--- config.mk ---
export PLATFORM = sky130hd
export DESIGN_NAME = usb_data_packet_framer_top
export DESIGN_NICKNAME = d
export VERILOG_FILES = /design/src/rtl/udpf_pkg.sv /design/src/rtl/usb_data_packet_framer_top.sv /design/src/rtl/udpf_ram.sv /design/src/rtl/udpf_crc_unit.sv
export SDC_FILE = /design/constraint.sdc
export NUM_CORES = 1
export LEC_CHECK = 0
export BUFFER_PORTS_ARGS = -buffer_cell sky130_fd_sc_hd__buf_2
export CAP_MARGIN = 20
export CORE_MARGIN = 4
export CORE_UTILIZATION = 46
export CTS_CLUSTER_SIZE = 10
export DETAILED_ROUTE_END_ITERATION = 6
export GPL_TIMING_DRIVEN = 0
export PLACE_DENSITY_LB_ADDON = 0.1
export RECOVER_POWER = 100
export SLEW_MARGIN = 25
export SYNTH_ARGS = -nofsm -noshare
export SYNTH_HDL_FRONTEND = slang
export SYNTH_HIERARCHICAL = 1
export SYNTH_SLANG_ARGS = --single-unit
--- constraint.sdc ---
create_clock -name aclk -period 3.93 [get_ports aclk]
set_clock_uncertainty 0.05 [all_clocks]
set_input_delay 0.786 -clock aclk [delete_from_list [all_inputs] [get_ports aclk]]
set_output_delay 0.786 -clock aclk [all_outputs]
set_load 0.02 [all_outputs]
--- src/rtl/udpf_pkg.sv ---
// ----------------------------------------------------------------------------
// udpf_pkg
// Shared types and constants for the data packet framer: packet byte codes,
// CRC-16 constants, sequencer states and CRC unit control.
// ----------------------------------------------------------------------------
package udpf_pkg;

    // Packet byte codes
    localparam logic [7:0] SYNC_BYTE = 8'h80;
    localparam logic [7:0] PID_DATA1 = 8'h4B;
    localparam logic [7:0] PID_DATA0 = 8'hC3;

    // CRC-16, reflected form
    localparam logic [15:0] CRC_INIT = 16'hFFFF;
    localparam logic [15:0] CRC_POLY = 16'hA001;

    // Bit steps per byte in the serial CRC unit
    localparam int unsigned CRC_STEPS = 8;

    // Sequencer states, one-hot
    typedef enum logic [6:0] {
        S_IDLE  = 7'b0000001,
        S_CRC   = 7'b0000010,
        S_SYNC  = 7'b0000100,
        S_PID   = 7'b0001000,
        S_DATA  = 7'b0010000,
        S_CRCLO = 7'b0100000,
        S_CRCHI = 7'b1000000
    } state_t;

    // Control of the shared CRC unit
    typedef struct packed {
        logic init;   // restart the accumulator at CRC_INIT
        logic load;   // fold a new byte into the low bits
        logic step;   // one shift-and-reduce step
    } crc_ctrl_t;

endpackage

--- src/rtl/usb_data_packet_framer_top.sv ---
// ----------------------------------------------------------------------------
// usb_data_packet_framer_top
// Cuts a byte stream into data packets: sync, PID, payload, CRC-16.
// ----------------------------------------------------------------------------
// Input channel s_*: one payload byte per word on s_tdata, s_tlast on the
// final byte of a transfer. Output channel m_*: one packet byte per word,
// m_tlast on the CRC high byte of each packet, m_tuser on that byte when it
// also ends the transfer.
// Each accepted byte is written to the payload RAM and folded into the CRC
// by a bit-serial unit, one bit per cycle, so a byte holds the input until
// its eight CRC steps are done. When the packet is full (MAX_PAYLOAD
// bytes) or the byte carries s_tlast, the packet of N payload bytes is then
// sent as N + 4 words (sync, PID, N payload words, two CRC words) through
// the output register; the sequencer leaves S_CRC for S_SYNC after the
// last CRC step. s_tready is high only while the sequencer is idle.
// A stalled receiver holds the output register and the sequencer; nothing
// is dropped. After reset the block is idle, the CRC is 0xFFFF, the next
// packet is DATA1 and no payload is held.
// ----------------------------------------------------------------------------
module usb_data_packet_framer_top #(
    parameter int unsigned MAX_PAYLOAD = 8
) (
    input  logic       aclk,
    input  logic       aresetn,
    // Input channel
    input  logic       s_tvalid,
    output logic       s_tready,
    input  logic [7:0] s_tdata,    // [7:0] payload_byte
    input  logic       s_tlast,    // last_byte
    // Output channel
    output logic       m_tvalid,
    input  logic       m_tready,
    output logic [7:0] m_tdata,    // [7:0] wire_byte
    output logic       m_tlast,    // packet_end
    output logic       m_tuser     // [0] transfer_end
);
    import udpf_pkg::*;

    localparam int unsigned FW = $clog2(MAX_PAYLOAD + 1);
    localparam int unsigned AW = (MAX_PAYLOAD > 1) ? $clog2(MAX_PAYLOAD) : 1;
    localparam logic [FW-1:0] FILL_MAX = FW'(MAX_PAYLOAD);

    state_t        state_reg, state_next;
    logic [FW-1:0] fill_reg, fill_next;
    logic [FW-1:0] idx_reg, idx_next;
    logic          last_reg, last_next;
    logic          data1_reg, data1_next;
    logic          in_xfer_reg, in_xfer_next;

    logic          out_valid_reg, out_valid_next;
    logic [7:0]    out_data_reg, out_data_next;
    logic          out_last_reg, out_last_next;
    logic          out_user_reg, out_user_next;

    logic          s_acc;
    logic          out_free;
    logic          ram_we;
    logic [AW-1:0] ram_rd_addr;
    logic [7:0]    ram_rd_data;
    crc_ctrl_t     crc_ctrl;
    logic [15:0]   crc_val;
    logic          crc_done;

    assign s_tready = (state_reg == S_IDLE);
    assign s_acc    = s_tvalid && s_tready;
    assign out_free = !out_valid_reg || m_tready;
    assign ram_we   = s_acc;

    // Read address follows the next index so data is ready when emitted
    assign ram_rd_addr = (idx_next < fill_reg) ? idx_next[AW-1:0] : '0;

    udpf_ram #(
        .WIDTH (8),
        .DEPTH (MAX_PAYLOAD),
        .AW    (AW)
    ) u_ram (
        .aclk    (aclk),
        .wr_en   (ram_we),
        .wr_addr (fill_reg[AW-1:0]),
        .wr_data (s_tdata),
        .rd_addr (ram_rd_addr),
        .rd_data (ram_rd_data)
    );

    udpf_crc_unit u_crc (
        .aclk    (aclk),
        .aresetn (aresetn),
        .ctrl    (crc_ctrl),
        .data_in (s_tdata),
        .crc_out (crc_val),
        .done    (crc_done)
    );

    // Sequencer: accept, reduce CRC, then walk through the packet words
    always_comb begin
        state_next     = state_reg;
        fill_next      = fill_reg;
        idx_next       = idx_reg;
        last_next      = last_reg;
        data1_next     = data1_reg;
        in_xfer_next   = in_xfer_reg;
        out_valid_next = out_valid_reg && !m_tready;
        out_data_next  = out_data_reg;
        out_last_next  = out_last_reg;
        out_user_next  = out_user_reg;
        crc_ctrl       = '0;

        case (state_reg)
            S_IDLE: begin
                if (s_acc) begin
                    fill_next     = fill_reg + 1'b1;
                    last_next     = s_tlast;
                    crc_ctrl.load = 1'b1;
                    if (!in_xfer_reg) begin
                        in_xfer_next = 1'b1;
                        data1_next   = 1'b1;
                    end
                    state_next = S_CRC;
                end
            end
            S_CRC: begin
                crc_ctrl.step = 1'b1;
                if (crc_done) begin
                    if ((fill_reg == FILL_MAX) || last_reg) begin
                        idx_next   = '0;
                        state_next = S_SYNC;
                    end else begin
                        state_next = S_IDLE;
                    end
                end
            end
            S_SYNC: begin
                if (out_free) begin
                    out_valid_next = 1'b1;
                    out_data_next  = SYNC_BYTE;
                    out_last_next  = 1'b0;
                    out_user_next  = 1'b0;
                    state_next     = S_PID;
                end
            end
            S_PID: begin
                if (out_free) begin
                    out_valid_next = 1'b1;
                    out_data_next  = data1_reg ? PID_DATA1 : PID_DATA0;
                    out_last_next  = 1'b0;
                    out_user_next  = 1'b0;
                    state_next     = S_DATA;
                end
            end
            S_DATA: begin
                if (out_free) begin
                    out_valid_next = 1'b1;
                    out_data_next  = ram_rd_data;
                    out_last_next  = 1'b0;
                    out_user_next  = 1'b0;
                    idx_next       = idx_reg + 1'b1;
                    if (idx_next == fill_reg) begin
                        state_next = S_CRCLO;
                    end
                end
            end
            S_CRCLO: begin
                if (out_free) begin
                    out_valid_next = 1'b1;
                    out_data_next  = ~crc_val[7:0];
                    out_last_next  = 1'b0;
                    out_user_next  = 1'b0;
                    state_next     = S_CRCHI;
                end
            end
            S_CRCHI: begin
                if (out_free) begin
                    out_valid_next = 1'b1;
                    out_data_next  = ~crc_val[15:8];
                    out_last_next  = 1'b1;
                    out_user_next  = last_reg;
                    // Close the packet; toggle the PID, or restart at DATA1 when the transfer ends
                    crc_ctrl.init  = 1'b1;
                    fill_next      = '0;
                    if (last_reg) begin
                        data1_next   = 1'b1;
                        in_xfer_next = 1'b0;
                    end else begin
                        data1_next   = !data1_reg;
                    end
                    state_next = S_IDLE;
                end
            end
            default: begin
                state_next = S_IDLE;
            end
        endcase
    end

    // Control registers
    always_ff @(posedge aclk) begin
        if (!aresetn) begin
            state_reg     <= S_IDLE;
            fill_reg      <= '0;
            idx_reg       <= '0;
            last_reg      <= 1'b0;
            data1_reg     <= 1'b1;
            in_xfer_reg   <= 1'b0;
            out_valid_reg <= 1'b0;
        end else begin
            state_reg     <= state_next;
            fill_reg      <= fill_next;
            idx_reg       <= idx_next;
            last_reg      <= last_next;
            data1_reg     <= data1_next;
            in_xfer_reg   <= in_xfer_next;
            out_valid_reg <= out_valid_next;
        end
    end

    // Output word register
    always_ff @(posedge aclk) begin
        out_data_reg <= out_data_next;
        out_last_reg <= out_last_next;
        out_user_reg <= out_user_next;
    end

    assign m_tvalid = out_valid_reg;
    assign m_tdata  = out_data_reg;
    assign m_tlast  = out_last_reg;
    assign m_tuser  = out_user_reg;

endmodule

--- src/rtl/udpf_ram.sv ---
// ----------------------------------------------------------------------------
// udpf_ram
// Generic simple dual-port RAM: one write port, one read port with
// registered read data.
// ----------------------------------------------------------------------------
module udpf_ram #(
    parameter int unsigned WIDTH = 8,
    parameter int unsigned DEPTH = 8,
    parameter int unsigned AW    = (DEPTH > 1) ? $clog2(DEPTH) : 1
) (
    input  logic             aclk,
    input  logic             wr_en,
    input  logic [AW-1:0]    wr_addr,
    input  logic [WIDTH-1:0] wr_data,
    input  logic [AW-1:0]    rd_addr,
    output logic [WIDTH-1:0] rd_data
);

    logic [WIDTH-1:0] mem [DEPTH];
    logic [WIDTH-1:0] rd_data_reg;

    // Write port and registered read port
    always_ff @(posedge aclk) begin
        if (wr_en) begin
            mem[wr_addr] <= wr_data;
        end
        rd_data_reg <= mem[rd_addr];
    end

    assign rd_data = rd_data_reg;

endmodule

--- src/rtl/udpf_crc_unit.sv ---
// ----------------------------------------------------------------------------
// udpf_crc_unit
// Bit-serial CRC-16 accumulator: a load folds a byte in, then eight shift
// steps reduce it by the reflected polynomial, one bit per cycle while step is set.
// ----------------------------------------------------------------------------
module udpf_crc_unit (
    input  logic                aclk,
    input  logic                aresetn,
    input  udpf_pkg::crc_ctrl_t ctrl,
    input  logic [7:0]          data_in,
    output logic [15:0]         crc_out,
    output logic                done
);
    import udpf_pkg::*;

    localparam int unsigned CW = $clog2(CRC_STEPS);

    logic [15:0]   crc_reg, crc_next;
    logic [CW-1:0] cnt_reg, cnt_next;

    // Pick the accumulator update for this cycle
    always_comb begin
        crc_next = crc_reg;
        cnt_next = cnt_reg;
        if (ctrl.init) begin
            crc_next = CRC_INIT;
            cnt_next = '0;
        end else if (ctrl.load) begin
            crc_next = crc_reg ^ {8'h00, data_in};
            cnt_next = '0;
        end else if (ctrl.step) begin
            crc_next = crc_reg[0] ? ((crc_reg >> 1) ^ CRC_POLY) : (crc_reg >> 1);
            cnt_next = cnt_reg + 1'b1;
        end
    end

    always_ff @(posedge aclk) begin
        if (!aresetn) begin
            crc_reg <= CRC_INIT;
            cnt_reg <= '0;
        end else begin
            crc_reg <= crc_next;
            cnt_reg <= cnt_next;
        end
    end

    assign crc_out = crc_reg;
    assign done    = ctrl.step && (cnt_reg == CW'(CRC_STEPS - 1));

endmodule

==> impl_metrics.csv <==
group,metric,value,unit
route,ant_nets,0,
route,drtIter0Drc,290,
placement,gp_congestion,0.851,
flow_run,cap_violations,0,
die,core,11500,µm²
placement,dpl_cell_area,5750,µm²
finish,largest_register_ffs,64,
critical_path,path_class,"register to register",
yosys,synth-seq-area-share,57.7,%
finish,regArea,3150,µm²
yosys,synth_flop_cell,"edfxtp_1",
finish,synthToLayoutAreaGrowth,16.4,%
yosys,synthArstFlopShare,0,%
finish,antenna_cells,0,
timing,fin_tns_setup,0,ns
grt,grt_pass1_wl,18.1,mm
yosys,ys_warn_count,6,
power,vdd_ir_drop_max,0.000341,V
die,die_x,117,µm
grt,overflow,0,
grt,grt_use_total,18.0,%
critical_path,end_kind,"register",
finish,final_core_util,55.1,%
placement,dp_cells,591,
clocking,cts_buffers,17,
grt,grt_antenna_before_repair,0,
die,start_util,47.3,%
clocking,clk_latency,0.42,ns
grt,grt_max_degree,17,
clocking,cts_tree,"yes",
timing,finalCritPeriodShare,95.8,%
clocking,ctsHoldBuffers,0,
yosys,synth-seq-cells,120,
clocking,htree_levels,4,
clocking,clk_pin_slew_worst_paths,0.06,ns
yosys,synth_edf_count,74,
power,p_leak,2.24,nW
finish,regMostFlops,"u_ram/mem",
timing,max_freq,266,MHz
route,first_pass_iters,4,
yosys,yosysUniqueCellTypes,63,
timing,setup_viol,0,
placement,io_buffers,24,
die,rows,39,
finish,n_fill_cell,996,
timing,worst_pin_slew,1.33,ns
timing,hold_violations,0,
finish,instances_no_fill,628,
critical_path,arrival,4.02,ns
finish,multi_input_area,2090,µm²
worst_hold_path,hold_path_class,"register to register",
route,wirelength,11.5,mm
route,via_count,3490,
timing,maxSlewHeadroom,10.8,%
clocking,cts_root_buf,"clkbuf_16",
critical_path,crit_fanout,10,
route,viasPerCell,5.56,
die,dieArea,13600,µm²
yosys,syn_inst,424,
yosys,synth_area_per_cell,12.8,µm²
clocking,cts_sinks,120,
power,p_per_area,483,nW/µm²
finish,final_cell_area,6340,µm²
yosys,synth_nets,445,
critical_path,startpoint_type,"register",
route,routedWlPerCell,18.3,µm
critical_path,cp.required,4.19,ns
timing,rsz0062_at_grt,"false",
run_status,status,"complete, no violations",
grt,grt_pass1_vias,3449,
timing,min_period,3.77,ns
yosys,syn_area,5450,µm²
placement,hpwlAfterDp,7.79,mm
route,drc,0,
finish,final_nets,493,
finish,drive_above_1_share,18.8,%
die,pin_count,25,
clocking,clock_path_buffers,2,
timing,final_max_slew_viol_count,0,
die,die_y,117,µm
[power breakdown]
group	internal [W]	switching [W]	leakage [nW]
Clock	0.000882	0.000600	0.279
Combinational	0.0000694	0.000111	0.906
Sequential	0.00138	0.0000260	1.05
Total	0.00233	0.000737	2.24
[critical path, stage by stage (launching register included)]
cell	delay, ns
dfxtp_1	0.41
or3_4	0.43
a2111oi_4	0.34
a21oi_2	0.17
a22o_1	0.26
ha_1	0.28
o21a_1	0.17
o21ai_1	0.12
nand2b_1	0.14
nor2_2	0.15
buf_6	0.16
clkbuf_16	0.16
mux4_1	0.54
mux2_2	0.28
[final cells by class]
class	instances	area share, %
Buffer	15	1.82
Clock buffer	17	6.71
Clock inverter	15	2.23
Inverter	8	0.474
Multi-Input combinational cell	275	32.9
Sequential cell	120	49.7
Tap cell	143	2.82
Timing Repair Buffer	35	3.28
[through the flow]
| step | worst slack [ns] | power, W | hold slack (ns) |
|---|---|---|---|
| 2_1_floorplan | 0.0687 | 0.00155 | 0.409 |
| 3_3_place_gp | -0.644 | 0.00161 | 0.427 |
| 3_5_place_dp | -0.654 | 0.00161 | 0.431 |
| 4_1_cts | 0.00203 | 0.00310 | 0.440 |
| 5_1_grt | 0.00383 | 0.00318 | 0.469 |
| 6_report | 0.165 | 0.00306 | 0.438 |
[cells in the final DEF (no fill, tap or decap), types with 5 or more instances in the layout]
cell	synthesis	layout
edfxtp_1	74	74
dfxtp_1	46	42
nand2_1	37	37
nor2_1	32	31
clkbuf_1	4	27
nand2b_1	19	20
nand3_1	18	18
clkbuf_16	0	18
o21ai_0	12	17
mux4_1	15	12
buf_4	2	10
xnor2_1	10	10
nor3_1	9	8
a21oi_2	8	8
a21oi_1	8	8
o21ai_1	14	8
mux2i_1	8	8
ha_1	8	8
mux2_2	9	8
inv_1	8	7
nor2b_1	6	6
inv_6	0	6
buf_6	5	5
a21boi_0	5	5
buf_2	8	5
[final timing paths]
path	start	to	slack (ns)	depth (start not counted)
setup / recovery	state_reg[6]	u_ram/rd_data[4]	0.16	13
hold / removal	u_crc/crc_out[8]	u_crc/crc_out[8]	0.44	2
setup reg to reg	state_reg[6]	u_ram/rd_data[4]	0.16	13
hold reg to reg	u_crc/crc_out[8]	u_crc/crc_out[8]	0.44	2
[kinds of logic after synthesis]
| group | after synthesis | synth area share, % |
|---|---|---|
| AO/OA/AOI/OAI | 73 | 9.58 |
| XOR/XNOR | 11 | 1.77 |
| adder cells (fa/ha/maj) | 8 | 1.84 |
| buffers and inverters | 29 | 3.31 |
| flip-flops | 120 | 57.7 |
| multiplexers | 33 | 11.0 |
| AND/OR/NAND/NOR | 150 | 14.8 |
[synthesized netlist by cell type, types with 4 or more instances]
cell type	n	share of area, %
a21oi_1	8	0.74
ha_1	8	1.8
dfxtp_1	46	17
clkbuf_1	4	0.28
nor2b_1	6	0.69
inv_1	8	0.55
nand2b_1	19	2.2
a21oi_2	8	1.3
a21boi_0	5	0.69
or3_1	4	0.46
mux2i_1	8	1.5
nand2_1	37	2.6
mux2_2	9	1.9
nor2_1	32	2.2
xnor2_1	10	1.6
nor3_1	9	0.83
mux4_1	15	7.2
buf_6	5	1.0
edfxtp_1	74	41
o21ai_1	14	1.3
buf_2	8	0.74
nand3_1	18	1.7
o21ai_0	12	1.1
[metal layers]
metal | share of wire [%] | up-vias | GRT usage (%)
met4 | 1.0 | 0 | 6.19
met3 | 3.9 | 12 | 5.96
met2 | 48 | 74 | 29.4
met1 | 47 | 1718 | 22.8
met5 | 0 | - | 0
li1 | - | 1686 | -
[what timing repair did]
item / in CTS / in global routing
endpoints found under the setup margin: 8 / 8
gates cloned: 0 / 1
buffers inserted: 5 / 5
gates resized for setup: 6 / 15
pin swaps: 3 / 7
(Power assumes the default switching activity.)
